[src/rtl/core/pfe_pkg.sv]
// Package for the palette fade engine: command and target codes, the issue
// record passed from the sequencer to the output stage, and dimming functions.
// No dependencies.
`timescale 1ns / 1ps

package pfe_pkg;

  // Default number of color entries per palette bank
  localparam int unsigned COLOR_ENTRIES_DEF = 32;

  // Mono palette byte after reset or clear, and the all-black mono byte
  localparam logic [7:0] MONO_RESET = 8'hE4;
  localparam logic [7:0] MONO_BLACK = 8'hFF;

  // Step code that marks the trailing ticks after the final fade step
  localparam logic [2:0] TAIL_PHASE = 3'd7;

  // Fade step values at the start and end of each sequence
  localparam logic [2:0] STEP_ZERO      = 3'd0;
  localparam logic [2:0] STEP_ONE       = 3'd1;
  localparam logic [2:0] STEP_COLOR_OUT = 3'd3;
  localparam logic [2:0] STEP_COLOR_MAX = 3'd4;
  localparam logic [2:0] STEP_MONO_MAX  = 3'd3;

  typedef enum logic [2:0] {
    FUNC_CLEAR    = 3'd0,
    FUNC_BG_WR    = 3'd1,
    FUNC_SP_WR    = 3'd2,
    FUNC_MONO     = 3'd3,
    FUNC_BLACK    = 3'd4,
    FUNC_FADE_OUT = 3'd5,
    FUNC_FADE_IN  = 3'd6,
    FUNC_VBLANK   = 3'd7
  } func_e;

  typedef enum logic [2:0] {
    TGT_BG_COLOR  = 3'd0,
    TGT_SP_COLOR  = 3'd1,
    TGT_BG_MONO   = 3'd2,
    TGT_OBJ0_MONO = 3'd3,
    TGT_OBJ1_MONO = 3'd4
  } target_e;

  // One result request from the sequencer
  typedef struct packed {
    logic        valid;
    logic        use_mem;  // value comes from the shadow memory, dimmed
    target_e     target;
    logic [4:0]  index;
    logic [14:0] imm;      // value when use_mem is low
    logic [2:0]  step;
    logic        last;
    logic        done;
  } issue_t;

  // Scale each RGB555 channel by s/4; step 0 is black, 4 and up pass through
  function automatic logic [14:0] dim_rgb(logic [14:0] c, logic [2:0] s);
    logic [7:0]  r;
    logic [7:0]  g;
    logic [7:0]  b;
    logic [14:0] res;
    r = 8'(c[4:0]) * 8'(s[1:0]);
    g = 8'(c[9:5]) * 8'(s[1:0]);
    b = 8'(c[14:10]) * 8'(s[1:0]);
    if (s == STEP_ZERO) begin
      res = '0;
    end else if (s >= STEP_COLOR_MAX) begin
      res = c;
    end else begin
      res = {b[6:2], g[6:2], r[6:2]};
    end
    return res;
  endfunction

  // Add s to each 2-bit shade, saturating at 3
  function automatic logic [7:0] dim_mono(logic [7:0] p, logic [2:0] s);
    logic [7:0] res;
    logic [2:0] v;
    res = '0;
    if (s == STEP_ZERO) begin
      res = p;
    end else if (s >= STEP_MONO_MAX) begin
      res = MONO_BLACK;
    end else begin
      for (int k = 0; k < 4; k++) begin
        v = 3'(p[2*k +: 2]) + s;
        if (v > 3'd3) begin
          v = 3'd3;
        end
        res[2*k +: 2] = v[1:0];
      end
    end
    return res;
  endfunction

endpackage

[src/rtl/core/pfe_intf.sv]
// Valid/ready channel interfaces for the palette fade engine: command input,
// result output and the color mode register write. Depends on nothing.
`timescale 1ns / 1ps

interface pfe_in_if;
  logic        valid;
  logic        ready;
  logic [2:0]  func;
  logic [4:0]  entry_index;
  logic [14:0] color_value;
  logic [7:0]  bg_shades;
  logic [7:0]  obj0_shades;
  logic [7:0]  obj1_shades;
  logic [7:0]  frame_delay;

  modport source (
    output valid, func, entry_index, color_value, bg_shades, obj0_shades,
           obj1_shades, frame_delay,
    input  ready
  );
  modport sink (
    input  valid, func, entry_index, color_value, bg_shades, obj0_shades,
           obj1_shades, frame_delay,
    output ready
  );
endinterface

interface pfe_out_if;
  logic        valid;
  logic        ready;
  logic [2:0]  target;
  logic [4:0]  out_index;
  logic [14:0] out_value;
  logic        last;
  logic        fade_done;

  modport source (
    output valid, target, out_index, out_value, last, fade_done,
    input  ready
  );
  modport sink (
    input  valid, target, out_index, out_value, last, fade_done,
    output ready
  );
endinterface

interface pfe_cfg_if;
  logic valid;
  logic ready;
  logic color_mode;

  modport source (
    output valid, color_mode,
    input  ready
  );
  modport sink (
    input  valid, color_mode,
    output ready
  );
endinterface

[src/rtl/core/pfe_shadow_mem.sv]
// Shadow color memory: background entries in the lower half, sprite entries
// in the upper half. Per-entry valid bits make unwritten entries read as zero.
`timescale 1ns / 1ps

module pfe_shadow_mem #(
  parameter int unsigned AW = 6
) (
  input  logic          clk_i,
  input  logic          rst_ni,
  input  logic          clr_i,
  input  logic          wr_en_i,
  input  logic [AW-1:0] wr_addr_i,
  input  logic [14:0]   wr_data_i,
  input  logic          rd_en_i,
  input  logic [AW-1:0] rd_addr_i,
  output logic [14:0]   rd_data_o
);

  localparam int unsigned DEPTH = 1 << AW;

  logic [14:0]      mem_q [DEPTH];
  logic [DEPTH-1:0] vld_q;
  logic [DEPTH-1:0] vld_d;
  logic [14:0]      rd_data_q;

  // Valid bits: cleared by reset and by the clear command
  always_comb begin
    vld_d = vld_q;
    if (clr_i) begin
      vld_d = '0;
    end else if (wr_en_i) begin
      vld_d[wr_addr_i] = 1'b1;
    end
  end

  always_ff @(posedge clk_i or negedge rst_ni) begin
    if (!rst_ni) begin
      vld_q <= '0;
    end else begin
      vld_q <= vld_d;
    end
  end

  // Array write
  always_ff @(posedge clk_i) begin
    if (wr_en_i) begin
      mem_q[wr_addr_i] <= wr_data_i;
    end
  end

  // Registered read; holds while no read is requested
  always_ff @(posedge clk_i) begin
    if (rd_en_i) begin
      rd_data_q <= vld_q[rd_addr_i] ? mem_q[rd_addr_i] : 15'd0;
    end
  end

  assign rd_data_o = rd_data_q;

endmodule

[src/rtl/core/pfe_ctrl.sv]
// Command decode, fade state and result sequencer of the palette fade engine.
// Uses pfe_pkg and the channel interfaces; drives the shadow memory ports.
`timescale 1ns / 1ps

module pfe_ctrl #(
  parameter int unsigned COLOR_ENTRIES = pfe_pkg::COLOR_ENTRIES_DEF,
  parameter int unsigned IW = $clog2(COLOR_ENTRIES),
  parameter int unsigned AW = IW + 1
) (
  input  logic            clk_i,
  input  logic            rst_ni,
  pfe_in_if.sink          in_i,
  pfe_cfg_if.sink         cfg_i,
  input  logic            s1_free_i,
  output pfe_pkg::issue_t issue_o,
  output logic            mem_clr_o,
  output logic            mem_wr_en_o,
  output logic [AW-1:0]   mem_wr_addr_o,
  output logic [14:0]     mem_wr_data_o,
  output logic            mem_rd_en_o,
  output logic [AW-1:0]   mem_rd_addr_o
);

  localparam int unsigned CW = $clog2(COLOR_ENTRIES + 1);
  localparam logic [6:0]  CE7 = 7'(COLOR_ENTRIES);

  // Sequencer states
  localparam logic [1:0] SEQ_IDLE  = 2'd0;
  localparam logic [1:0] SEQ_COLOR = 2'd1;
  localparam logic [1:0] SEQ_MONO  = 2'd2;
  localparam logic [1:0] SEQ_ONE   = 2'd3;

  // Fade and shadow state
  logic       color_mode_q, color_mode_d;
  logic [3:0] bg_act_q, bg_act_d;
  logic [3:0] sp_act_q, sp_act_d;
  logic [7:0] mono_q [3];
  logic [7:0] mono_d [3];
  logic       fading_q, fading_d;
  logic       inward_q, inward_d;
  logic [2:0] step_q, step_d;
  logic [7:0] wait_q, wait_d;
  logic [7:0] delay_q, delay_d;

  // Sequencer state
  logic [1:0]    seq_q, seq_d;
  logic          side_q, side_d;
  logic [IW-1:0] idx_q, idx_d;
  logic [CW-1:0] bg_n_q, bg_n_d;
  logic [CW-1:0] sp_n_q, sp_n_d;
  logic [2:0]    sstep_q, sstep_d;
  logic          sdone_q, sdone_d;
  logic [14:0]   one_val_q, one_val_d;
  logic [4:0]    one_idx_q, one_idx_d;
  logic          one_sp_q, one_sp_d;

  // Helpers
  pfe_pkg::func_e func;
  logic           in_fire;
  logic           fire;
  logic [CW-1:0]  idx_inc;
  logic           more_bg;
  logic           more_sp;
  logic           fin;
  logic [7:0]     wait_dec;
  logic [7:0]     delay_m1;
  logic [6:0]     bg_cnt7;
  logic [6:0]     sp_cnt7;
  logic [CW-1:0]  bg_cnt;
  logic [CW-1:0]  sp_cnt;
  logic           idx_ok;
  logic [3:0]     pal;
  logic [7:0]     mono_sel;

  assign func        = pfe_pkg::func_e'(in_i.func);
  assign in_i.ready  = (seq_q == SEQ_IDLE);
  assign in_fire     = in_i.valid && in_i.ready;
  assign cfg_i.ready = 1'b1;

  assign idx_inc  = CW'(idx_q) + CW'(1);
  assign more_bg  = idx_inc < bg_n_q;
  assign more_sp  = idx_inc < sp_n_q;
  assign wait_dec = wait_q - 8'd1;
  assign delay_m1 = delay_q - 8'd1;

  // Active entry counts, capped at the bank size
  always_comb begin
    bg_cnt7 = {1'b0, bg_act_q, 2'b00};
    sp_cnt7 = {1'b0, sp_act_q, 2'b00};
    if (bg_cnt7 > CE7) begin
      bg_cnt7 = CE7;
    end
    if (sp_cnt7 > CE7) begin
      sp_cnt7 = CE7;
    end
  end
  assign bg_cnt = CW'(bg_cnt7);
  assign sp_cnt = CW'(sp_cnt7);

  // Final-step test for the current mode and direction
  always_comb begin
    if (color_mode_q) begin
      fin = inward_q ? (step_q >= pfe_pkg::STEP_COLOR_MAX) : (step_q == pfe_pkg::STEP_ZERO);
    end else begin
      fin = inward_q ? (step_q == pfe_pkg::STEP_ZERO) : (step_q >= pfe_pkg::STEP_MONO_MAX);
    end
  end

  assign idx_ok = 32'(in_i.entry_index) < COLOR_ENTRIES;
  assign pal    = 4'(in_i.entry_index[4:2]) + 4'd1;

  // Mono byte for the current sequencer slot
  always_comb begin
    unique case (idx_q[1:0])
      2'd0:    mono_sel = mono_q[0];
      2'd1:    mono_sel = mono_q[1];
      default: mono_sel = mono_q[2];
    endcase
  end

  // Result request for the current sequencer slot
  always_comb begin
    issue_o = '0;
    issue_o.step = sstep_q;
    issue_o.done = sdone_q;
    unique case (seq_q)
      SEQ_COLOR: begin
        issue_o.valid   = 1'b1;
        issue_o.use_mem = 1'b1;
        issue_o.target  = side_q ? pfe_pkg::TGT_SP_COLOR : pfe_pkg::TGT_BG_COLOR;
        issue_o.index   = 5'(idx_q);
        issue_o.last    = side_q ? !more_sp : (!more_bg && (sp_n_q == '0));
      end
      SEQ_MONO: begin
        issue_o.valid = 1'b1;
        issue_o.imm   = 15'(pfe_pkg::dim_mono(mono_sel, sstep_q));
        issue_o.last  = (idx_q[1:0] == 2'd2);
        unique case (idx_q[1:0])
          2'd0:    issue_o.target = pfe_pkg::TGT_BG_MONO;
          2'd1:    issue_o.target = pfe_pkg::TGT_OBJ0_MONO;
          default: issue_o.target = pfe_pkg::TGT_OBJ1_MONO;
        endcase
      end
      SEQ_ONE: begin
        issue_o.valid  = 1'b1;
        issue_o.target = one_sp_q ? pfe_pkg::TGT_SP_COLOR : pfe_pkg::TGT_BG_COLOR;
        issue_o.index  = one_idx_q;
        issue_o.imm    = one_val_q;
        issue_o.last   = 1'b1;
      end
      default: ;
    endcase
  end

  assign fire          = issue_o.valid && s1_free_i;
  assign mem_rd_en_o   = fire && (seq_q == SEQ_COLOR);
  assign mem_rd_addr_o = {side_q, idx_q};

  // Next state: sequencer advance and command decode
  always_comb begin
    color_mode_d = color_mode_q;
    bg_act_d     = bg_act_q;
    sp_act_d     = sp_act_q;
    mono_d       = mono_q;
    fading_d     = fading_q;
    inward_d     = inward_q;
    step_d       = step_q;
    wait_d       = wait_q;
    delay_d      = delay_q;
    seq_d        = seq_q;
    side_d       = side_q;
    idx_d        = idx_q;
    bg_n_d       = bg_n_q;
    sp_n_d       = sp_n_q;
    sstep_d      = sstep_q;
    sdone_d      = sdone_q;
    one_val_d    = one_val_q;
    one_idx_d    = one_idx_q;
    one_sp_d     = one_sp_q;
    mem_clr_o     = 1'b0;
    mem_wr_en_o   = 1'b0;
    mem_wr_addr_o = {(func == pfe_pkg::FUNC_SP_WR), IW'(in_i.entry_index)};
    mem_wr_data_o = in_i.color_value;

    if (cfg_i.valid) begin
      color_mode_d = cfg_i.color_mode;
    end

    // Walk to the next result
    if (fire) begin
      unique case (seq_q)
        SEQ_COLOR: begin
          if (!side_q && more_bg) begin
            idx_d = idx_q + IW'(1);
          end else if (!side_q && (sp_n_q != '0)) begin
            side_d = 1'b1;
            idx_d  = '0;
          end else if (side_q && more_sp) begin
            idx_d = idx_q + IW'(1);
          end else begin
            seq_d = SEQ_IDLE;
          end
        end
        SEQ_MONO: begin
          if (idx_q[1:0] == 2'd2) begin
            seq_d = SEQ_IDLE;
          end else begin
            idx_d = idx_q + IW'(1);
          end
        end
        default: seq_d = SEQ_IDLE;
      endcase
    end

    // Accepted request
    if (in_fire) begin
      side_d  = 1'b0;
      idx_d   = '0;
      sdone_d = 1'b0;
      if (func == pfe_pkg::FUNC_VBLANK) begin
        if (fading_q) begin
          if (wait_q != 8'd0) begin
            wait_d = wait_dec;
            if ((wait_dec == 8'd0) && (step_q == pfe_pkg::TAIL_PHASE)) begin
              fading_d = 1'b0;
              step_d   = pfe_pkg::STEP_ZERO;
            end
          end else if (step_q == pfe_pkg::TAIL_PHASE) begin
            fading_d = 1'b0;
            step_d   = pfe_pkg::STEP_ZERO;
          end else begin
            // Apply one fade step
            sstep_d = step_q;
            sdone_d = fin;
            if (color_mode_q) begin
              bg_n_d = bg_cnt;
              sp_n_d = sp_cnt;
              if (bg_cnt != '0) begin
                seq_d = SEQ_COLOR;
              end else if (sp_cnt != '0) begin
                seq_d  = SEQ_COLOR;
                side_d = 1'b1;
              end
            end else begin
              seq_d = SEQ_MONO;
            end
            wait_d = delay_m1;
            if (fin) begin
              if (delay_m1 == 8'd0) begin
                fading_d = 1'b0;
                step_d   = pfe_pkg::STEP_ZERO;
              end else begin
                step_d = pfe_pkg::TAIL_PHASE;
              end
            end else if (color_mode_q ? inward_q : !inward_q) begin
              step_d = step_q + 3'd1;
            end else begin
              step_d = step_q - 3'd1;
            end
          end
        end
      end else if (!fading_q) begin
        unique case (func)
          pfe_pkg::FUNC_CLEAR: begin
            mem_clr_o = 1'b1;
            bg_act_d  = '0;
            sp_act_d  = '0;
            for (int k = 0; k < 3; k++) begin
              mono_d[k] = pfe_pkg::MONO_RESET;
            end
          end
          pfe_pkg::FUNC_BG_WR, pfe_pkg::FUNC_SP_WR: begin
            if (color_mode_q) begin
              one_val_d = in_i.color_value;
              one_idx_d = in_i.entry_index;
              one_sp_d  = (func == pfe_pkg::FUNC_SP_WR);
              seq_d     = SEQ_ONE;
              if (idx_ok) begin
                mem_wr_en_o = 1'b1;
                if (func == pfe_pkg::FUNC_SP_WR) begin
                  if (pal > sp_act_q) begin
                    sp_act_d = pal;
                  end
                end else if (pal > bg_act_q) begin
                  bg_act_d = pal;
                end
              end
            end
          end
          pfe_pkg::FUNC_MONO: begin
            mono_d[0] = in_i.bg_shades;
            mono_d[1] = in_i.obj0_shades;
            mono_d[2] = in_i.obj1_shades;
            sstep_d   = pfe_pkg::STEP_ZERO;
            seq_d     = SEQ_MONO;
          end
          pfe_pkg::FUNC_BLACK: begin
            // Color black reads every entry and dims it by step zero
            if (color_mode_q) begin
              bg_n_d  = CW'(COLOR_ENTRIES);
              sp_n_d  = CW'(COLOR_ENTRIES);
              sstep_d = pfe_pkg::STEP_ZERO;
              seq_d   = SEQ_COLOR;
            end else begin
              sstep_d = pfe_pkg::STEP_MONO_MAX;
              seq_d   = SEQ_MONO;
            end
          end
          pfe_pkg::FUNC_FADE_OUT, pfe_pkg::FUNC_FADE_IN: begin
            inward_d = (func == pfe_pkg::FUNC_FADE_IN);
            if (color_mode_q) begin
              step_d = inward_d ? pfe_pkg::STEP_ONE : pfe_pkg::STEP_COLOR_OUT;
            end else begin
              step_d = inward_d ? pfe_pkg::STEP_MONO_MAX : pfe_pkg::STEP_ONE;
            end
            delay_d  = (in_i.frame_delay == 8'd0) ? 8'd1 : in_i.frame_delay;
            wait_d   = 8'd0;
            fading_d = 1'b1;
          end
          default: ;
        endcase
      end
    end
  end

  // Control and fade state registers
  always_ff @(posedge clk_i or negedge rst_ni) begin
    if (!rst_ni) begin
      color_mode_q <= 1'b1;
      bg_act_q     <= '0;
      sp_act_q     <= '0;
      for (int k = 0; k < 3; k++) begin
        mono_q[k] <= pfe_pkg::MONO_RESET;
      end
      fading_q <= 1'b0;
      inward_q <= 1'b0;
      step_q   <= pfe_pkg::STEP_ZERO;
      wait_q   <= 8'd0;
      delay_q  <= 8'd1;
      seq_q    <= SEQ_IDLE;
    end else begin
      color_mode_q <= color_mode_d;
      bg_act_q     <= bg_act_d;
      sp_act_q     <= sp_act_d;
      mono_q       <= mono_d;
      fading_q     <= fading_d;
      inward_q     <= inward_d;
      step_q       <= step_d;
      wait_q       <= wait_d;
      delay_q      <= delay_d;
      seq_q        <= seq_d;
    end
  end

  // Sequencer payload registers
  always_ff @(posedge clk_i) begin
    side_q    <= side_d;
    idx_q     <= idx_d;
    bg_n_q    <= bg_n_d;
    sp_n_q    <= sp_n_d;
    sstep_q   <= sstep_d;
    sdone_q   <= sdone_d;
    one_val_q <= one_val_d;
    one_idx_q <= one_idx_d;
    one_sp_q  <= one_sp_d;
  end

endmodule

[src/rtl/core/pfe_out_stage.sv]
// Output pipeline: a stage that waits for shadow read data, color dimming,
// and the output register. Uses pfe_pkg and the result channel interface.
`timescale 1ns / 1ps

module pfe_out_stage (
  input  logic            clk_i,
  input  logic            rst_ni,
  input  pfe_pkg::issue_t issue_i,
  output logic            s1_free_o,
  input  logic [14:0]     rd_data_i,
  pfe_out_if.source       out_o
);

  logic            s1_valid_q;
  pfe_pkg::issue_t s1_q;
  logic            out_valid_q;
  logic [2:0]      target_q;
  logic [4:0]      index_q;
  logic [14:0]     value_q;
  logic            last_q;
  logic            done_q;
  logic            out_free;
  logic [14:0]     s1_value;

  assign out_free  = !out_valid_q || out_o.ready;
  assign s1_free_o = !s1_valid_q || out_free;

  // Dim the shadow color or pass the immediate value
  assign s1_value = s1_q.use_mem ? pfe_pkg::dim_rgb(rd_data_i, s1_q.step) : s1_q.imm;

  always_ff @(posedge clk_i or negedge rst_ni) begin
    if (!rst_ni) begin
      s1_valid_q  <= 1'b0;
      out_valid_q <= 1'b0;
    end else begin
      if (s1_free_o) begin
        s1_valid_q <= issue_i.valid;
      end
      if (out_free) begin
        out_valid_q <= s1_valid_q;
      end
    end
  end

  // Payload registers
  always_ff @(posedge clk_i) begin
    if (s1_free_o && issue_i.valid) begin
      s1_q <= issue_i;
    end
    if (out_free && s1_valid_q) begin
      target_q <= s1_q.target;
      index_q  <= s1_q.index;
      value_q  <= s1_value;
      last_q   <= s1_q.last;
      done_q   <= s1_q.done;
    end
  end

  assign out_o.valid     = out_valid_q;
  assign out_o.target    = target_q;
  assign out_o.out_index = index_q;
  assign out_o.out_value = value_q;
  assign out_o.last      = last_q;
  assign out_o.fade_done = done_q;

endmodule

[src/rtl/core/palette_fade_engine_core.sv]
// Palette fade engine top level: sequencer, shadow color memory, output stage.
// Depends on pfe_pkg, pfe_intf, pfe_ctrl, pfe_shadow_mem and pfe_out_stage.
`timescale 1ns / 1ps

// Usage:
//   in_i carries one command request (func and its operands); out_o carries
//   palette write results (target, index, value, last, fade_done); cfg_i
//   writes color_mode and is always ready.
//   A request is taken only while the sequencer is idle. Requests with no
//   result (clear, fade arm, silent ticks, any other command while a fade
//   runs) leave the sequencer idle. A request with n results occupies the
//   sequencer until all of them have left it: one result each cycle while
//   out_o does not stall, one shadow memory read per color entry, so a full
//   color step of 64 entries makes 64 reads. The first result passes the
//   one-entry stage and the output register before it shows on out_o.
//   A stalled out_o holds its result; the one-entry stage behind it and the
//   registered memory read data hold too, and the sequencer pauses without losing its place.
//   Reset clears the fade state, the active palette counts and every shadow
//   entry valid bit at once (unwritten entries read as black), loads the
//   mono bytes with 0xE4 and sets color mode; no clearing pass is needed.
module palette_fade_engine_core #(
  parameter int unsigned COLOR_ENTRIES = pfe_pkg::COLOR_ENTRIES_DEF
) (
  input  logic      clk_i,
  input  logic      rst_ni,
  pfe_in_if.sink    in_i,
  pfe_cfg_if.sink   cfg_i,
  pfe_out_if.source out_o
);

  localparam int unsigned IW = $clog2(COLOR_ENTRIES);
  localparam int unsigned AW = IW + 1;

  pfe_pkg::issue_t issue;
  logic            s1_free;
  logic            mem_clr;
  logic            mem_wr_en;
  logic [AW-1:0]   mem_wr_addr;
  logic [14:0]     mem_wr_data;
  logic            mem_rd_en;
  logic [AW-1:0]   mem_rd_addr;
  logic [14:0]     mem_rd_data;

  // Command decode and result sequencer
  pfe_ctrl #(
    .COLOR_ENTRIES (COLOR_ENTRIES),
    .IW            (IW),
    .AW            (AW)
  ) u_ctrl (
    .clk_i         (clk_i),
    .rst_ni        (rst_ni),
    .in_i          (in_i),
    .cfg_i         (cfg_i),
    .s1_free_i     (s1_free),
    .issue_o       (issue),
    .mem_clr_o     (mem_clr),
    .mem_wr_en_o   (mem_wr_en),
    .mem_wr_addr_o (mem_wr_addr),
    .mem_wr_data_o (mem_wr_data),
    .mem_rd_en_o   (mem_rd_en),
    .mem_rd_addr_o (mem_rd_addr)
  );

  // Background and sprite shadow colors
  pfe_shadow_mem #(
    .AW (AW)
  ) u_mem (
    .clk_i     (clk_i),
    .rst_ni    (rst_ni),
    .clr_i     (mem_clr),
    .wr_en_i   (mem_wr_en),
    .wr_addr_i (mem_wr_addr),
    .wr_data_i (mem_wr_data),
    .rd_en_i   (mem_rd_en),
    .rd_addr_i (mem_rd_addr),
    .rd_data_o (mem_rd_data)
  );

  // Dimming and output register
  pfe_out_stage u_out (
    .clk_i     (clk_i),
    .rst_ni    (rst_ni),
    .issue_i   (issue),
    .s1_free_o (s1_free),
    .rd_data_i (mem_rd_data),
    .out_o     (out_o)
  );

endmodule
[src/flat_wrapper.sv]
// flat-port wrapper written by rule: the top's interface ports become plain ports
module palette_fade_engine_core_flat 
#(
  parameter int unsigned COLOR_ENTRIES = pfe_pkg::COLOR_ENTRIES_DEF
)
  (clk_i, rst_ni, in_i_valid, in_i_func, in_i_entry_index, in_i_color_value, in_i_bg_shades, in_i_obj0_shades, in_i_obj1_shades, in_i_frame_delay, in_i_ready, cfg_i_valid, cfg_i_color_mode, cfg_i_ready, out_o_valid, out_o_target, out_o_out_index, out_o_out_value, out_o_last, out_o_fade_done, out_o_ready);
  pfe_in_if in_i_i ();
  pfe_cfg_if cfg_i_i ();
  pfe_out_if out_o_i ();
  input  logic clk_i;
  input  logic rst_ni;
  input wire logic [$bits(in_i_i.valid)-1:0] in_i_valid;
  input wire logic [$bits(in_i_i.func)-1:0] in_i_func;
  input wire logic [$bits(in_i_i.entry_index)-1:0] in_i_entry_index;
  input wire logic [$bits(in_i_i.color_value)-1:0] in_i_color_value;
  input wire logic [$bits(in_i_i.bg_shades)-1:0] in_i_bg_shades;
  input wire logic [$bits(in_i_i.obj0_shades)-1:0] in_i_obj0_shades;
  input wire logic [$bits(in_i_i.obj1_shades)-1:0] in_i_obj1_shades;
  input wire logic [$bits(in_i_i.frame_delay)-1:0] in_i_frame_delay;
  output wire logic [$bits(in_i_i.ready)-1:0] in_i_ready;
  input wire logic [$bits(cfg_i_i.valid)-1:0] cfg_i_valid;
  input wire logic [$bits(cfg_i_i.color_mode)-1:0] cfg_i_color_mode;
  output wire logic [$bits(cfg_i_i.ready)-1:0] cfg_i_ready;
  output wire logic [$bits(out_o_i.valid)-1:0] out_o_valid;
  output wire logic [$bits(out_o_i.target)-1:0] out_o_target;
  output wire logic [$bits(out_o_i.out_index)-1:0] out_o_out_index;
  output wire logic [$bits(out_o_i.out_value)-1:0] out_o_out_value;
  output wire logic [$bits(out_o_i.last)-1:0] out_o_last;
  output wire logic [$bits(out_o_i.fade_done)-1:0] out_o_fade_done;
  input wire logic [$bits(out_o_i.ready)-1:0] out_o_ready;
  assign in_i_i.valid = in_i_valid;
  assign in_i_i.func = in_i_func;
  assign in_i_i.entry_index = in_i_entry_index;
  assign in_i_i.color_value = in_i_color_value;
  assign in_i_i.bg_shades = in_i_bg_shades;
  assign in_i_i.obj0_shades = in_i_obj0_shades;
  assign in_i_i.obj1_shades = in_i_obj1_shades;
  assign in_i_i.frame_delay = in_i_frame_delay;
  assign in_i_ready = in_i_i.ready;
  assign cfg_i_i.valid = cfg_i_valid;
  assign cfg_i_i.color_mode = cfg_i_color_mode;
  assign cfg_i_ready = cfg_i_i.ready;
  assign out_o_valid = out_o_i.valid;
  assign out_o_target = out_o_i.target;
  assign out_o_out_index = out_o_i.out_index;
  assign out_o_out_value = out_o_i.out_value;
  assign out_o_last = out_o_i.last;
  assign out_o_fade_done = out_o_i.fade_done;
  assign out_o_i.ready = out_o_ready;
  palette_fade_engine_core #(.COLOR_ENTRIES(COLOR_ENTRIES)) u_core (.clk_i(clk_i), .rst_ni(rst_ni), .in_i(in_i_i), .cfg_i(cfg_i_i), .out_o(out_o_i));
endmodule
[config.mk]
export PLATFORM = sky130hd
export DESIGN_NAME = palette_fade_engine_core_flat
export DESIGN_NICKNAME = d
export VERILOG_FILES = /design/src/rtl/core/pfe_pkg.sv /design/src/rtl/core/pfe_intf.sv /design/src/rtl/core/pfe_shadow_mem.sv /design/src/rtl/core/pfe_ctrl.sv /design/src/rtl/core/pfe_out_stage.sv /design/src/rtl/core/palette_fade_engine_core.sv /design/src/flat_wrapper.sv
export SDC_FILE = /design/constraint.sdc
export NUM_CORES = 1
export LEC_CHECK = 0
export BUFFER_PORTS_ARGS = -buffer_cell sky130_fd_sc_hd__buf_2
export CORE_UTILIZATION = 50
export CTS_BUF_LIST = sky130_fd_sc_hd__clkbuf_4 sky130_fd_sc_hd__clkbuf_8
export DETAILED_ROUTE_END_ITERATION = 7
export HOLD_SLACK_MARGIN = 0.15
export PLACE_DENSITY = 0.66
export SETUP_SLACK_MARGIN = 0.4
export SYNTH_ARGS = -nofsm -noshare
export SYNTH_HDL_FRONTEND = slang
export SYNTH_SLANG_ARGS = --single-unit
[constraint.sdc]
create_clock -name clk_i -period 8.4 [get_ports clk_i]
set_clock_uncertainty 0.1 [all_clocks]
set_input_delay 0.42 -clock clk_i [delete_from_list [all_inputs] [get_ports clk_i]]
set_output_delay 0.42 -clock clk_i [all_outputs]
set_load 0.01 [all_outputs]
* Word level (Yosys, flattened, before mapping)
Memory sizes are Yosys's and may differ from the RTL's. A register that Yosys moved wholly into a read port is not among the register bits. Index checks and enable logic that the tools add are counted. Widths: inputs -> output; s select.
Word-level totals: memory bits (writable) 960, bits of input ports 61, word-level logic and storage cells 294, memories 1, output and inout bits 28, flip-flop bits (word level) 219
Operators by class: add/subtract/negate cells 11, equality and inequality tests 28, multiply operators 3, reduce and logical (&&, ||, !) cells 59, muxes and demuxes 136, magnitude comparators 17, bitwise logic cells 3
Memory list:
- u_core.u_mem.mem_q | words 64, width 15, read ports 1, clocked after Yosys merged registers in 1, wr ports 1, line pfe_shadow_mem.sv:21 | logic [14:0] mem_q [DEPTH];
Operators by type and width (count):
- $mux 64 | 2
- $mux 6 | 15
- $mux 8 | 9
- $or 64x64->64 | 1
- $mux 2 | 24
- $pmux 24 s2 | 1
- $mux 15 | 3
- $mux 3 | 15
- $mux 1 | 43
- $pmux 15 s2 | 1
- $logic_not 8->1 | 3
- $mux 4 | 6
- $ne 2x2->1 const B | 11
- $mul 5x2->7 | 3
- $mux 5 | 4
- $pmux 5 s2 | 2
- $reduce_bool 2->1 | 10
- $reduce_bool 6->1 | 3
- $pmux 4 s2 | 2
- $pmux 8 s2 | 1
- $reduce_and 4->1 | 4
- $sub 8x1->8 const B | 2
- $eq 3x3->1 const B | 5
- $reduce_and 5->1 | 3
- 44 further kinds | 84

* Depth between registers and ports, before layout
Gate-level depths: netlist of the first run.
depth after elaboration 16, gate-level depth with buffers 17, gate-level depth less buffers 12

* By module
A second synthesis of the first run with hierarchy kept.
Second synthesis, totals: cell total of the unflattened synthesis 2668, area total of the unflattened synthesis 48278.8 µm²
By module, submodules not included:
- pfe_shadow_mem | instances 1, cells each 1862, area an instance 39766.9 µm², seq. area each 30879.6 µm²
- pfe_ctrl | instances 1, cells each 603, area an instance 5906.9 µm², seq. area each 2539.9 µm²
- pfe_out_stage | instances 1, cells each 203, area an instance 2605.0 µm², seq. area each 1671.6 µm²

* Worst setup path after synthesis of the first run
Ideal clock, no wire load.
kind register to register, start register u_core.u_ctrl.seq_q[0], end memory u_core.u_mem.mem_q[31][0] (enable), period minus slack after synthesis 5101 ps, path slack 3299 ps, buffers on the path 1, library setup time 388 ps, data required time 7912 ps, stages on the path, launching flop included 9, arrival time 4613 ps, path through dfrtp_1 inv_1 ha_1 nand2_1 clkbuf_1 nor4_1 and2_1 nand3_1 nor2_1
Between the ends: longest elaborated chain between the ends 5
Ends and longest elaborated chain:
- start: declaration | line pfe_ctrl.sv:46 | logic [1:0] seq_q, seq_d;
- start signal: assignment | line pfe_ctrl.sv:351 | seq_q <= seq_d;
- $logic_not 2->1 | line pfe_ctrl.sv:76 | assign in_i.ready = (seq_q == SEQ_IDLE);
- named net in_i_ready | line flat_wrapper.sv:20 | output wire logic [$bits(in_i_i.ready)-1:0] in_i_ready;
- $logic_and 1x1->1 | line pfe_ctrl.sv:77 | assign in_fire = in_i.valid && in_i.ready;
- $mux 1 | line pfe_ctrl.sv:216 | if (in_fire) begin
- $mux 1 | line pfe_shadow_mem.sv:46 | if (wr_en_i) begin
- $mux 1 (implied by the code) | line pfe_shadow_mem.sv:47 | mem_q[wr_addr_i] <= wr_data_i;
- end: declaration | line pfe_shadow_mem.sv:21
The timed path passes the listed nets, and every way through them passes these cells.

* Worst setup path after layout of the first run
start register u_core.u_ctrl.idx_q[0], end register u_core.u_ctrl.idx_q[4]
Between the ends: longest elaborated chain between the ends 5, elaborated cells between the ends (all ways) 15, classes of those cells add/sub (2); order compare (2); eq/ne (3); mux (5); reduce/logical (3)
Ends and longest elaborated chain:
- start: declaration | line pfe_ctrl.sv:48 | logic [IW-1:0] idx_q, idx_d;
- start signal: assignment | line pfe_ctrl.sv:358 | idx_q <= idx_d;
- $add 5x1->6 / $add 5x1->5 (equally long branches)
- $lt 6x6->1 (tied with other cells) | line pfe_ctrl.sv:81 | assign more_bg = idx_inc < bg_n_q;
- $logic_and 1x1->1 (tied with other cells) | line pfe_ctrl.sv:193 | if (!side_q && more_bg) begin
- $ne 4x1->1 (no line) / $mux 5 (equally long branches)
- $reduce_and 4->1 (no line) / $pmux 5 s2 (equally long branches)
Parallel ways exist; a longest one is shown, timed or not. The select of a mux whose other input is x is not followed. A chain may end at the register's enable or synchronous reset.

==> summary.txt, run 1 <==
Outcome
  • Status: completed

Power and ir drop
  • PwrDens: 251 mW/mm2
  • Leak: 18.1 nW
  • Maximum vdd drop: 0.000157 V

Finish
  • Synth-to-Final Area Change: 13.4%
  • Layout cell share with drive strength beyond 1: 26.4%
  • Fin area: 0.0544 mm2
  • Nets: 2947

Clocking
  • CTS buffer count: 183
  • Hold_buf cts: 58
  • PostCTS Resize Cnt: 0
  • Postcts setup bufs: 0
  • H-tree depth: 4
  • CTS max path bufs: 3
  • CTS clk-pin slew, worst paths: 0.06 ns
  • Worst-Skew Late Latency: 0.87 ns
  • Clock sink count: 1190
  • CTS tree: built
  • CTS Root Cell: clkbuf_8

Global route
  • Vias in the first global route: 26500
  • First-pass GRT wire length: 170000 um
  • Largest net degree at the start of global routing: 162
  • Grt total ovfl: 0
  • Initial antenna violation count: 1
  • Total GRT Usage: 23.9%

Logic synthesis
  • Share of flip-flops with an asynchronous set or reset: 10.3%
  • Seq cells post-synth: 1190
  • Post-synthesis cell count: 2559
  • Mapped Area: 0.0479 mm2
  • Post-synthesis sequential area ratio: 73.2%
  • EDFF count, synth: 1063
  • Syn_nets: 2669
  • Main synth FF type: edfxtp_1
  • Post-synth top area cell: edfxtp_1
  • Syn_area_per_cell: 18.7 um2
  • Post-synth cell types: 74
  • Syn. warnings: 0
  • Post-synth top area share: 66.6%
  • Dominant cells by area after synthesis: edfxtp_1 67%, mux4_2 12%, dfrtp_1 5.6%

Setup path
  • Kind of cell adding the most delay to the critical path: compound AO/OA/AOI/OAI gates
  • Delay of the slowest cell on the worst path: 0.87 ns
  • WP data required: 9.05 ns
  • CP endpoint kind: register
  • Crit-path cells: buf_12 > ha_1 > nand2_1 > xnor2_1 > ha_1 > or3b_2 > o22ai_1 > o221ai_1 > o21ai_0 > nand3_1 > o31ai_1
  • Crit-path max FO: 93
  • Worst Setup Start Kind: register
  • WS Path Type: register to register
  • Cell count along the critical path: 11
  • Reg2Reg Depth: 11
  • Critical path buffers and inverters: 1
  • Most frequent CP cell: ha_1
  • Slowest CP cell: dfxtp_4
  • Worst EP arrival: 5.06 ns

Detailed routing
  • Initial DRC count: 2782
  • Routed wire length: 115000 um
  • Via Count: 25900
  • Post-DRT Antenna Nets: 0
  • Wire per inst: 27.0 um
  • Via density: 6.07
  • # DRC: 0
  • Pre-antenna DRT Iters: 6

Timing
  • Min Hold Slack: 0.193 ns
  • Max-slew headroom: 9.50%
  • Peak Freq: 227 MHz
  • Final clock period utilization by the worst path: 52.4%
  • RSZ-0062 raised after global routing: false
  • Final setup vio count: 0
  • TNS Setup: 0 ns
  • Worst Tran Pin Value: 1.36 ns
  • Final Hold Viols: 0
  • Tmin final: 4.40 ns
  • Slew Viols, Final: 0

Floorplanning
  • Initial Util: 50.5%
  • Die area: 0.0971 mm2
  • Row Count: 113
  • Num ports: 89
  • Die width: 312 um
  • Die height: 312 um
  • Core area: 0.0950 mm2

Placed design
  • Number of port buffers: 87
  • DP HPWL: 65600 um
  • Placer Congestion: 0.858
  • Placed Area: 0.0500 mm2

Min path
  • Tightest Hold Check Type: primary input to register
  • Hold Crit Depth: 2

Flow run
  • Maxcap violations: 0
## synth_stat cells (4+ instances only)
cell and number:
o21ai_0 31, nand2_1 108, o22a_1 12, o31ai_1 8, nor2_1 110, nor4_1 4
a32o_1 4, nor3_1 14, o22ai_1 17, a211oi_1 33, xnor2_1 14, dfstp_2 14
or3_1 5, o221ai_1 4, a21oi_1 88, xor2_1 11, a31oi_1 4, buf_1 9
and3_1 9, clkbuf_1 87, buf_6 9, buf_2 11, a22o_1 26, mux2_2 16
ha_1 41, mux2i_1 11, a22oi_1 131, and2_1 28, nor2b_1 16, o21a_1 73
nand3_1 20, inv_1 56, dfxtp_1 5, nand3b_1 6, mux4_2 254, edfxtp_1 1063
or4_1 4, buf_4 25, dfrtp_1 108, fa_1 8
## per-stage QoR
| stage | utilization [%] | std cells | power (mW) | setup slack (ns) |
|---|---|---|---|---|
| 2_1_floorplan | - | 2559 | 8.28 | 3.30 |
| 3_3_place_gp | 52.6 | 3859 | 8.76 | 3.87 |
| 3_5_place_dp | 52.6 | 3859 | 8.83 | 3.84 |
| 4_1_cts | 57.2 | 4256 | 13.7 | 3.83 |
| 5_1_grt | 57.2 | 4257 | 14.1 | 3.58 |
| 6_report | 57.2 | 4257 | 13.6 | 4.00 |
## final cells by class
type,count,area [um2]
Multi-Input combinational cell,1168,11900
Antenna cell,1,2.50
Fill cell,7061,40600
Timing Repair Buffer,238,1780
Clock inverter,78,586
Sequential cell,1190,35100
Clock buffer,261,3190
Inverter,56,210
Tap cell,1265,1580
## path summary, 6_finish.rpt
path                                              from  slack, ns                              end
worst max-delay path            u_core.u_ctrl.idx_q[0]       4.00           u_core.u_ctrl.idx_q[4]
worst min-delay path               in_i_color_value[7]       0.19       u_core.u_ctrl.one_val_q[7]
worst max register to register  u_core.u_ctrl.idx_q[0]       4.00           u_core.u_ctrl.idx_q[4]
worst min register to register   u_core.u_out.s1_q[22]       0.32  u_core.u_out.out_o.out_index[2]
max in group asynchronous                       rst_ni       6.64           u_core.u_mem.vld_q[38]
min in group asynchronous                       rst_ni       0.68         u_core.u_ctrl.delay_q[0]
## cells in the final DEF (no fill, tap or decap), drive strengths merged, types with 15 or more instances in the layout
cell         Yosys  layout
edfxtp        1063    1063
clkbuf          88     261
mux4           256     256
buf             57     181
a22oi          131     131
nor2           110     110
dfrtp          108     108
nand2          108     108
a21oi           88      88
o21a            73      73
inv             56      64
clkinv           0      59
dlygate4sd3      0      57
ha              41      41
a211oi          33      33
o21ai           31      31
and2            30      30
a22o            26      26
nand3           20      20
o22ai           17      17
mux2            16      16
nor2b           16      16
nor3            15      15
## sequential cells by signal, summed over array words and instances (netlist names), 3 cells and up
register                      count
u_core.u_ctrl.sstep_q             3
u_core.u_ctrl.delay_q             8
u_core.u_out.out_o.out_index      5
u_core.u_ctrl.idx_q               5
u_core.u_mem.mem_q              960
u_core.u_out.out_o.target         3
u_core.u_mem.rd_data_o           15
u_core.u_mem.vld_q               64
u_core.u_out.out_o.out_value     15
u_core.u_ctrl.bg_act_q            4
u_core.u_out.s1_q                29
u_core.u_ctrl.wait_q              8
u_core.u_ctrl.mono_q             24
u_core.u_ctrl.sp_act_q            4
u_core.u_ctrl.bg_n_q              4
u_core.u_ctrl.one_val_q          15
u_core.u_ctrl.one_idx_q           5
u_core.u_ctrl.step_q              3
u_core.u_ctrl.sp_n_q              4
## where the power goes
| part | internal (mW) | switching, mW |
|---|---|---|
| Clock | 2.67 | 2.21 |
| Combinational | 0.735 | 1.04 |
| Sequential | 6.74 | 0.219 |
| Total | 10.1 | 3.48 |
## worst register-to-register path: stages (launching register included)
cell and delay [ns]:
dfxtp_4 0.87, buf_12 0.57, ha_1 0.42, nand2_1 0.09
xnor2_1 0.22, ha_1 0.26, or3b_2 0.48, o22ai_1 0.14
o221ai_1 0.19, o21ai_0 0.47, nand3_1 0.24, o31ai_1 0.27
## metal layers
| metal | share of wire [%] | up-vias | global-route usage (%) | wire length (um) |
|---|---|---|---|---|
| li1 | - | 11000 | - | - |
| met5 | 0 | - | 0 | 0 |
| met1 | 42 | 13600 | 33.5 | 48100 |
| met2 | 48 | 1083 | 38.0 | 55700 |
| met3 | 7.5 | 157 | 4.77 | 8630 |
| met4 | 2.3 | 0 | 7.49 | 2700 |
## kinds of logic (layout without fill, tap and decap cells)
family | Yosys count | after routing | synth area share (%)
other | 1 | 2 | 0.00782
muxes | 283 | 283 | 12.6
and+or+nand+nor | 349 | 349 | 3.43
adders and majority gates | 49 | 49 | 1.40
buffers and inverters | 201 | 633 | 2.04
xor gates and xnor gates | 25 | 25 | 0.457
AOI/OAI and AO/OA | 461 | 461 | 6.81
DFF | 1190 | 1190 | 73.2
Note: power is estimated with default switching activity, not from simulation.
==> run 2: changes to the inputs <==
- PLACE_DENSITY: 0.66 -> 0.68
- clock period: 8.4 -> 4.05 ns (I/O delays scaled with it)
==> run 2 against run 1 <==
  * Critical path depth increased by 1
  * Critical endpoint is now u_core.u_ctrl.delay_q[1]
  * Cell count grew 2.3%
  * Register-to-register slack lost 3.4 ns
==> summary.txt, run 2 (same netlist as run 1, synthesis figures left out) <==
Timing
  • Worst Tran Pin Value: 1.26 ns
  • RSZ-0062 raised after global routing: true
  • Peak Freq: 290 MHz
  • Final Hold Viols: 0
  • Tmin final: 3.45 ns
  • Max-slew headroom: 16.1%
  • Final clock period utilization by the worst path: 85.1%
  • TNS Setup: 0 ns
  • Final setup vio count: 0
  • Slew Viols, Final: 0

Finish
  • Post-Route Utilization: 58.1%
  • Max reg flops: 960
  • Nets: 3048
  • Biggest regs: u_core.u_mem.mem_q: 960 flops, u_core.u_mem.vld_q: 64 flops, u_core.u_out.s1_q: 29 flops
  • Most frequent cells in the layout: 1063 x edfxtp_1, 254 x mux4_2, 197 x clkbuf_8
  • Most common cell after layout, fill and taps aside: edfxtp_1
  • # fillers: 7005
  • Synth-to-Final Area Change: 15.2%
  • Layout cell share with drive strength beyond 1: 26.2%
  • Top reg by flops: u_core.u_mem.mem_q

Floorplanning
  • Core area: 0.0950 mm2
  • Die width: 312 um
  • Num ports: 89
  • Die height: 312 um
  • Row Count: 113
  • Initial Util: 50.5%
  • Die area: 0.0971 mm2

Global route
  • Largest net degree at the start of global routing: 119
  • First-pass GRT wire length: 175000 um
  • Grt total ovfl: 0
  • Vias in the first global route: 27300
  • Total GRT Usage: 24.6%
  • Initial antenna violation count: 3

Placed design
  • Placer Congestion: 0.892
  • DP HPWL: 68100 um
  • Number of port buffers: 87

Setup path
  • CP endpoint kind: register
  • Worst EP arrival: 4.15 ns
  • Reg2Reg Depth: 12
  • WS Path Type: register to register
  • Crit-path max FO: 12
  • Worst Setup Start Kind: register
  • WP data required: 4.75 ns

Min path
  • Tightest Hold Check Type: primary input to register
  • Hold Crit Depth: 2

Detailed routing
  • Via Count: 26600
  • Wire per inst: 27.1 um
  • Routed wire length: 118000 um
  • Via density: 6.10
  • Initial DRC count: 2838
  • # DRC: 0
  • Post-DRT Antenna Nets: 0
  • Pre-antenna DRT Iters: 6

Clocking
  • CTS tree: built
  • Clock sink count: 1190
  • CTS Root Cell: clkbuf_8
  • CTS clk-pin slew, worst paths: 0.06 ns
  • CTS buffer count: 186
  • Worst-Skew Late Latency: 0.89 ns
  • CTS max path bufs: 3
  • H-tree depth: 4

Outcome
  • Status: completed

Power and ir drop
  • Net Sw Power: 7.41 mW
  • Maximum vdd drop: 0.000273 V
  • Leak: 18.5 nW
  • PwrDens: 512 mW/mm2
  • Clock share of power: 34.9%
  • Gate power share: 14.1%
  • Sequential Power Share: 50.9%
  • Internal Power: 20.9 mW
  • Switching Share: 26.2%

Flow run
  • Maxcap violations: 0
run 2: cell types whose count changed in the layout (fill, tap and decap cells not counted), sizes merged:
cell and change:
diode +4, clkinvlp -3, clkbuf -3, dlygate4sd3 +67
buf +31, clkinv +7, bufinv -5
run 2: worst max-delay path: stages, from the launching register on:
cell,delay [ns]
dfrtp_1,0.41
inv_1,0.13
ha_1,0.26
nand2_1,0.14
buf_4,0.20
inv_1,0.06
buf_4,0.19
nand2_1,0.19
nor3_4,0.40
nand2_1,0.09
dlygate4sd3_1,0.56
o21ai_0,0.07
dlygate4sd3_1,0.57
run 2: power by group through the flow:
stage	registers [mW]	logic [mW]	clock network, mW
finish	14.4	4.00	9.89
CTS	14.4	3.96	10.1
global placement	14.6	3.64	0
global route	14.5	4.34	10.6
floorplan	14.4	2.74	0
detailed placement	14.6	3.74	0
run 2: final timing paths:
kind                                        startpoint                              end  slack [ns]
min in group asynchronous                       rst_ni         u_core.u_ctrl.delay_q[0]        0.43
worst min register to register   u_core.u_out.s1_q[20]  u_core.u_out.out_o.out_index[0]        0.31
worst min-delay path               in_i_color_value[3]        u_core.u_mem.mem_q[17][3]        0.21
worst max-delay path            u_core.u_ctrl.seq_q[0]         u_core.u_ctrl.delay_q[1]        0.60
max in group asynchronous                       rst_ni          u_core.u_ctrl.mono_q[2]        2.84
worst max register to register  u_core.u_ctrl.seq_q[0]         u_core.u_ctrl.delay_q[1]        0.60
run 2: area by class of cell:
cell class / instances / area (um2) / area share [%]
clock buffer: 258 / 3170 / 5.74
clock inverter: 77 / 470 / 0.852
multi-input combinational: 1168 / 12000 / 21.6
sequential: 1190 / 35100 / 63.5
inverter: 56 / 210 / 0.380
tap: 1265 / 1580 / 2.86
timing repair buffer: 336 / 2750 / 4.98
antenna: 5 / 12.5 / 0.0226
run 2: metrics by stage:
stage / std cells / area, um2 / hold WS (ns) / worst slack (ns) / power [mW]
2_1_floorplan: 2559 / 48000 / -0.193 / 0.378 / 17.2
3_3_place_gp: 3889 / 50300 / 0.226 / 0.214 / 18.3
3_5_place_dp: 3889 / 50300 / 0.239 / 0.135 / 18.4
4_1_cts: 4349 / 55200 / 0.151 / 0.433 / 28.4
5_1_grt: 4355 / 55200 / 0.178 / 0.365 / 29.4
6_report: 4355 / 55200 / 0.207 / 0.602 / 28.3
run 2: timing repair:
action,4_1_cts,5_1_grt
setup endpoints to repair,4,4
gates resized for setup,4,6
hold buffers,125,0
pin swaps,0,0
gates cloned,0,0
buffers inserted,0,0
hold endpoints to repair,1207,0
run 2: routing by layer:
layer	GRT usage, %	routed length [um]
met1	34.2	48100
met5	0	0
met2	39.4	57100
met4	7.65	2980
met3	4.95	9700
==> run 3: changes to the inputs <==
- SYNTH_HIERARCHICAL: unset -> 1
==> run 3 against run 2 <==
  * Design area is 0.69% higher
  * Count of clock-buffer cells in the layout is 7 higher
  * First-iteration DRC count is 23% higher
  * Die area is 0.69% higher
  * Clock power hardly changed
  * Utilization is 0.23 points higher
==> summary.txt, run 3 <==
Setup path
  • Delay of the slowest cell on the worst path: 0.58 ns
  • Crit-path cells: buf_4 > inv_1 > ha_1 > nor2_1 > a21oi_1 > inv_1 > ha_1 > inv_1 > fa_1 > a32oi_1 > a22o_1
  • Reg2Reg Depth: 11
  • CP endpoint kind: register
  • WP data required: 4.55 ns
  • Worst EP arrival: 3.93 ns
  • Slowest CP cell: nor2_1
  • Crit-path max FO: 11
  • Most frequent CP cell: inv_1
  • Worst Setup Start Kind: register
  • WS Path Type: register to register

Finish
  • Final non-filler cell total: 4467
  • Layout cell share with drive strength beyond 1: 25.9%
  • # fillers: 6974
  • Max reg flops: 960
  • Most common cell after layout, fill and taps aside: edfxtp_1
  • Most frequent cells in the layout: 1063 x edfxtp_1, 241 x nor2_1, 239 x mux4_2
  • Nets: 3154
  • Area of the multi-input gates: 0.0121 mm2
  • Biggest regs: u_core/u_mem/mem_q: 960 flops, u_core/u_mem/vld_q: 64 flops, u_core/u_out/s1_q: 29 flops
  • Top reg by flops: u_core/u_mem/mem_q
  • Register area: 0.0351 mm2
  • Synth-to-Final Area Change: 15.2%

Logic synthesis
  • Dominant cells by area after synthesis: edfxtp_1 66%, mux4_2 11%, dfrtp_1 5.6%
  • Syn. warnings: 6
  • Syn_nets: 2778
  • Seq cells post-synth: 1190
  • Post-synth top area share: 66.1%
  • Main synth FF type: edfxtp_1
  • Commonest cells post-synth: 1063 x edfxtp_1, 242 x nor2_1, 239 x mux4_2
  • Post-synth top area cell: edfxtp_1
  • Mapped Area: 0.0483 mm2
  • Post-synthesis sequential area ratio: 72.7%
  • EDFF count, synth: 1063
  • Syn_area_per_cell: 18.1 um2
  • Share of flip-flops with an asynchronous set or reset: 10.3%
  • Post-synth cell types: 84
  • Post-synthesis cell count: 2668
  • Most frequent cell after synthesis: edfxtp_1

Detailed routing
  • Pre-antenna DRT Iters: 6
  • Post-DRT Antenna Nets: 0
  • Via density: 6.18
  • Wire per inst: 27.6 um
  • Routed wire length: 123000 um
  • # DRC: 0
  • Initial DRC count: 3502
  • Via Count: 27600

Global route
  • Largest net degree at the start of global routing: 123
  • Grt total ovfl: 0
  • First-pass GRT wire length: 183000 um
  • Total GRT Usage: 25.5%
  • Initial antenna violation count: 7
  • Vias in the first global route: 28100

Flow run
  • Maxcap violations: 0

Clocking
  • Hold_buf cts: 137
  • Worst-Skew Late Latency: 0.86 ns
  • H-tree depth: 4
  • CTS buffer count: 185
  • CTS Root Cell: clkbuf_8
  • CTS max path bufs: 3
  • Postcts setup bufs: 0
  • Clock sink count: 1190
  • PostCTS Resize Cnt: 0
  • CTS clk-pin slew, worst paths: 0.06 ns
  • CTS tree: built

Floorplanning
  • Num ports: 89
  • Die width: 313 um
  • Die area: 0.0978 mm2
  • Initial Util: 50.7%
  • Row Count: 113
  • Core area: 0.0953 mm2
  • Die height: 313 um

Timing
  • RSZ-0062 raised after global routing: false
  • Worst Tran Pin Value: 1.21 ns
  • Max-slew headroom: 19.2%
  • Peak Freq: 292 MHz
  • Final Hold Viols: 0
  • Final setup vio count: 0
  • Slew Viols, Final: 0
  • Final clock period utilization by the worst path: 84.5%
  • Tmin final: 3.42 ns
  • TNS Setup: 0 ns
  • Min Hold Slack: 0.278 ns

Power and ir drop
  • Clock share of power: 32.7%
  • Internal Power: 22.3 mW
  • PwrDens: 557 mW/mm2
  • Net Sw Power: 8.64 mW
  • Switching Share: 27.9%
  • Leak: 18.8 nW
  • Maximum vdd drop: 0.000330 V
  • Sequential Power Share: 47.1%
  • Gate power share: 20.1%

Placed design
  • DP HPWL: 73200 um
  • Dpl cells: 3985
  • Number of port buffers: 87
  • Placer Congestion: 0.892

Outcome
  • Status: completed

Min path
  • Hold Crit Depth: 2
  • Tightest Hold Check Type: primary input to register
## run 3: power groups by stage
| stage | clock network (mW) | registers (mW) | logic (mW) |
|---|---|---|---|
| after floorplan | 0 | 14.6 | 4.53 |
| after global placement | 0 | 14.8 | 5.73 |
| after detailed placement | 0 | 14.8 | 5.89 |
| after CTS | 10.3 | 14.5 | 6.13 |
| after global routing | 10.8 | 14.6 | 6.69 |
| final | 10.1 | 14.6 | 6.24 |
## run 3: worst paths after layout
path / slack [ns] / endpoint / from
max: 0.63 / u_core/u_out/s1_q[12] / u_core/u_ctrl/idx_q[1]
min: 0.28 / u_core/u_ctrl/one_idx_q[3] / in_i_entry_index[3]
max reg2reg: 0.63 / u_core/u_out/s1_q[12] / u_core/u_ctrl/idx_q[1]
min reg2reg: 0.30 / u_core/u_out/out_o.last / u_core/u_out/s1_q[1]
max in group asynchronous: 2.69 / u_core/u_mem/vld_q[19] / rst_ni
min in group asynchronous: 0.55 / u_core/u_ctrl/mono_q[19] / rst_ni
## run 3: stage by stage
| step | cell area (um2) | worst slack [ns] | total power [mW] | utilization (%) |
|---|---|---|---|---|
| floorplan | 48300 | 0.896 | 19.1 | - |
| global placement | 50500 | 0.821 | 20.5 | 53.0 |
| detailed placement | 50500 | 0.617 | 20.7 | 53.0 |
| CTS | 55600 | 0.698 | 31.0 | 58.4 |
| global route | 55600 | 0.439 | 32.2 | 58.4 |
| finish | 55600 | 0.628 | 31.0 | 58.4 |
## run 3: cells by family after synthesis
group	count (synthesis)	share of synthesized area (%)
flops	1190	72.7
simple gates	499	4.85
compound gates	411	5.82
mux	276	12.4
buf+inv	219	2.39
fa+ha+maj	49	1.39
xor+xnor	23	0.417
other cells	1	0.00777
## run 3: final cells by class
class	count	share of cell area [%]
sequential	1190	63.1
multi-input combinational	1259	21.7
clock buffer	265	5.79
timing repair buffer	353	5.22
tap	1265	2.85
clock inverter	74	0.963
inverter	55	0.371
antenna	6	0.0270
## run 3: routing by layer
metal / up-vias / track usage (%) / wire [um]
met5: - / 0 / 13
met4: 2 / 10.3 / 4620
met3: 321 / 6.31 / 11800
met2: 1612 / 40.0 / 59400
met1: 14200 / 34.6 / 47500
li1: 11500 / - / -
## run 3: worst max-delay path, delay by kind of cell (launching register included)
family                     cells  cell delay [ns]
DFF                            1             0.36
and+or+nand+nor                1             0.58
buffers and inverters          4             0.52
adders and majority gates      3             1.01
AOI/OAI and AO/OA              3             0.61
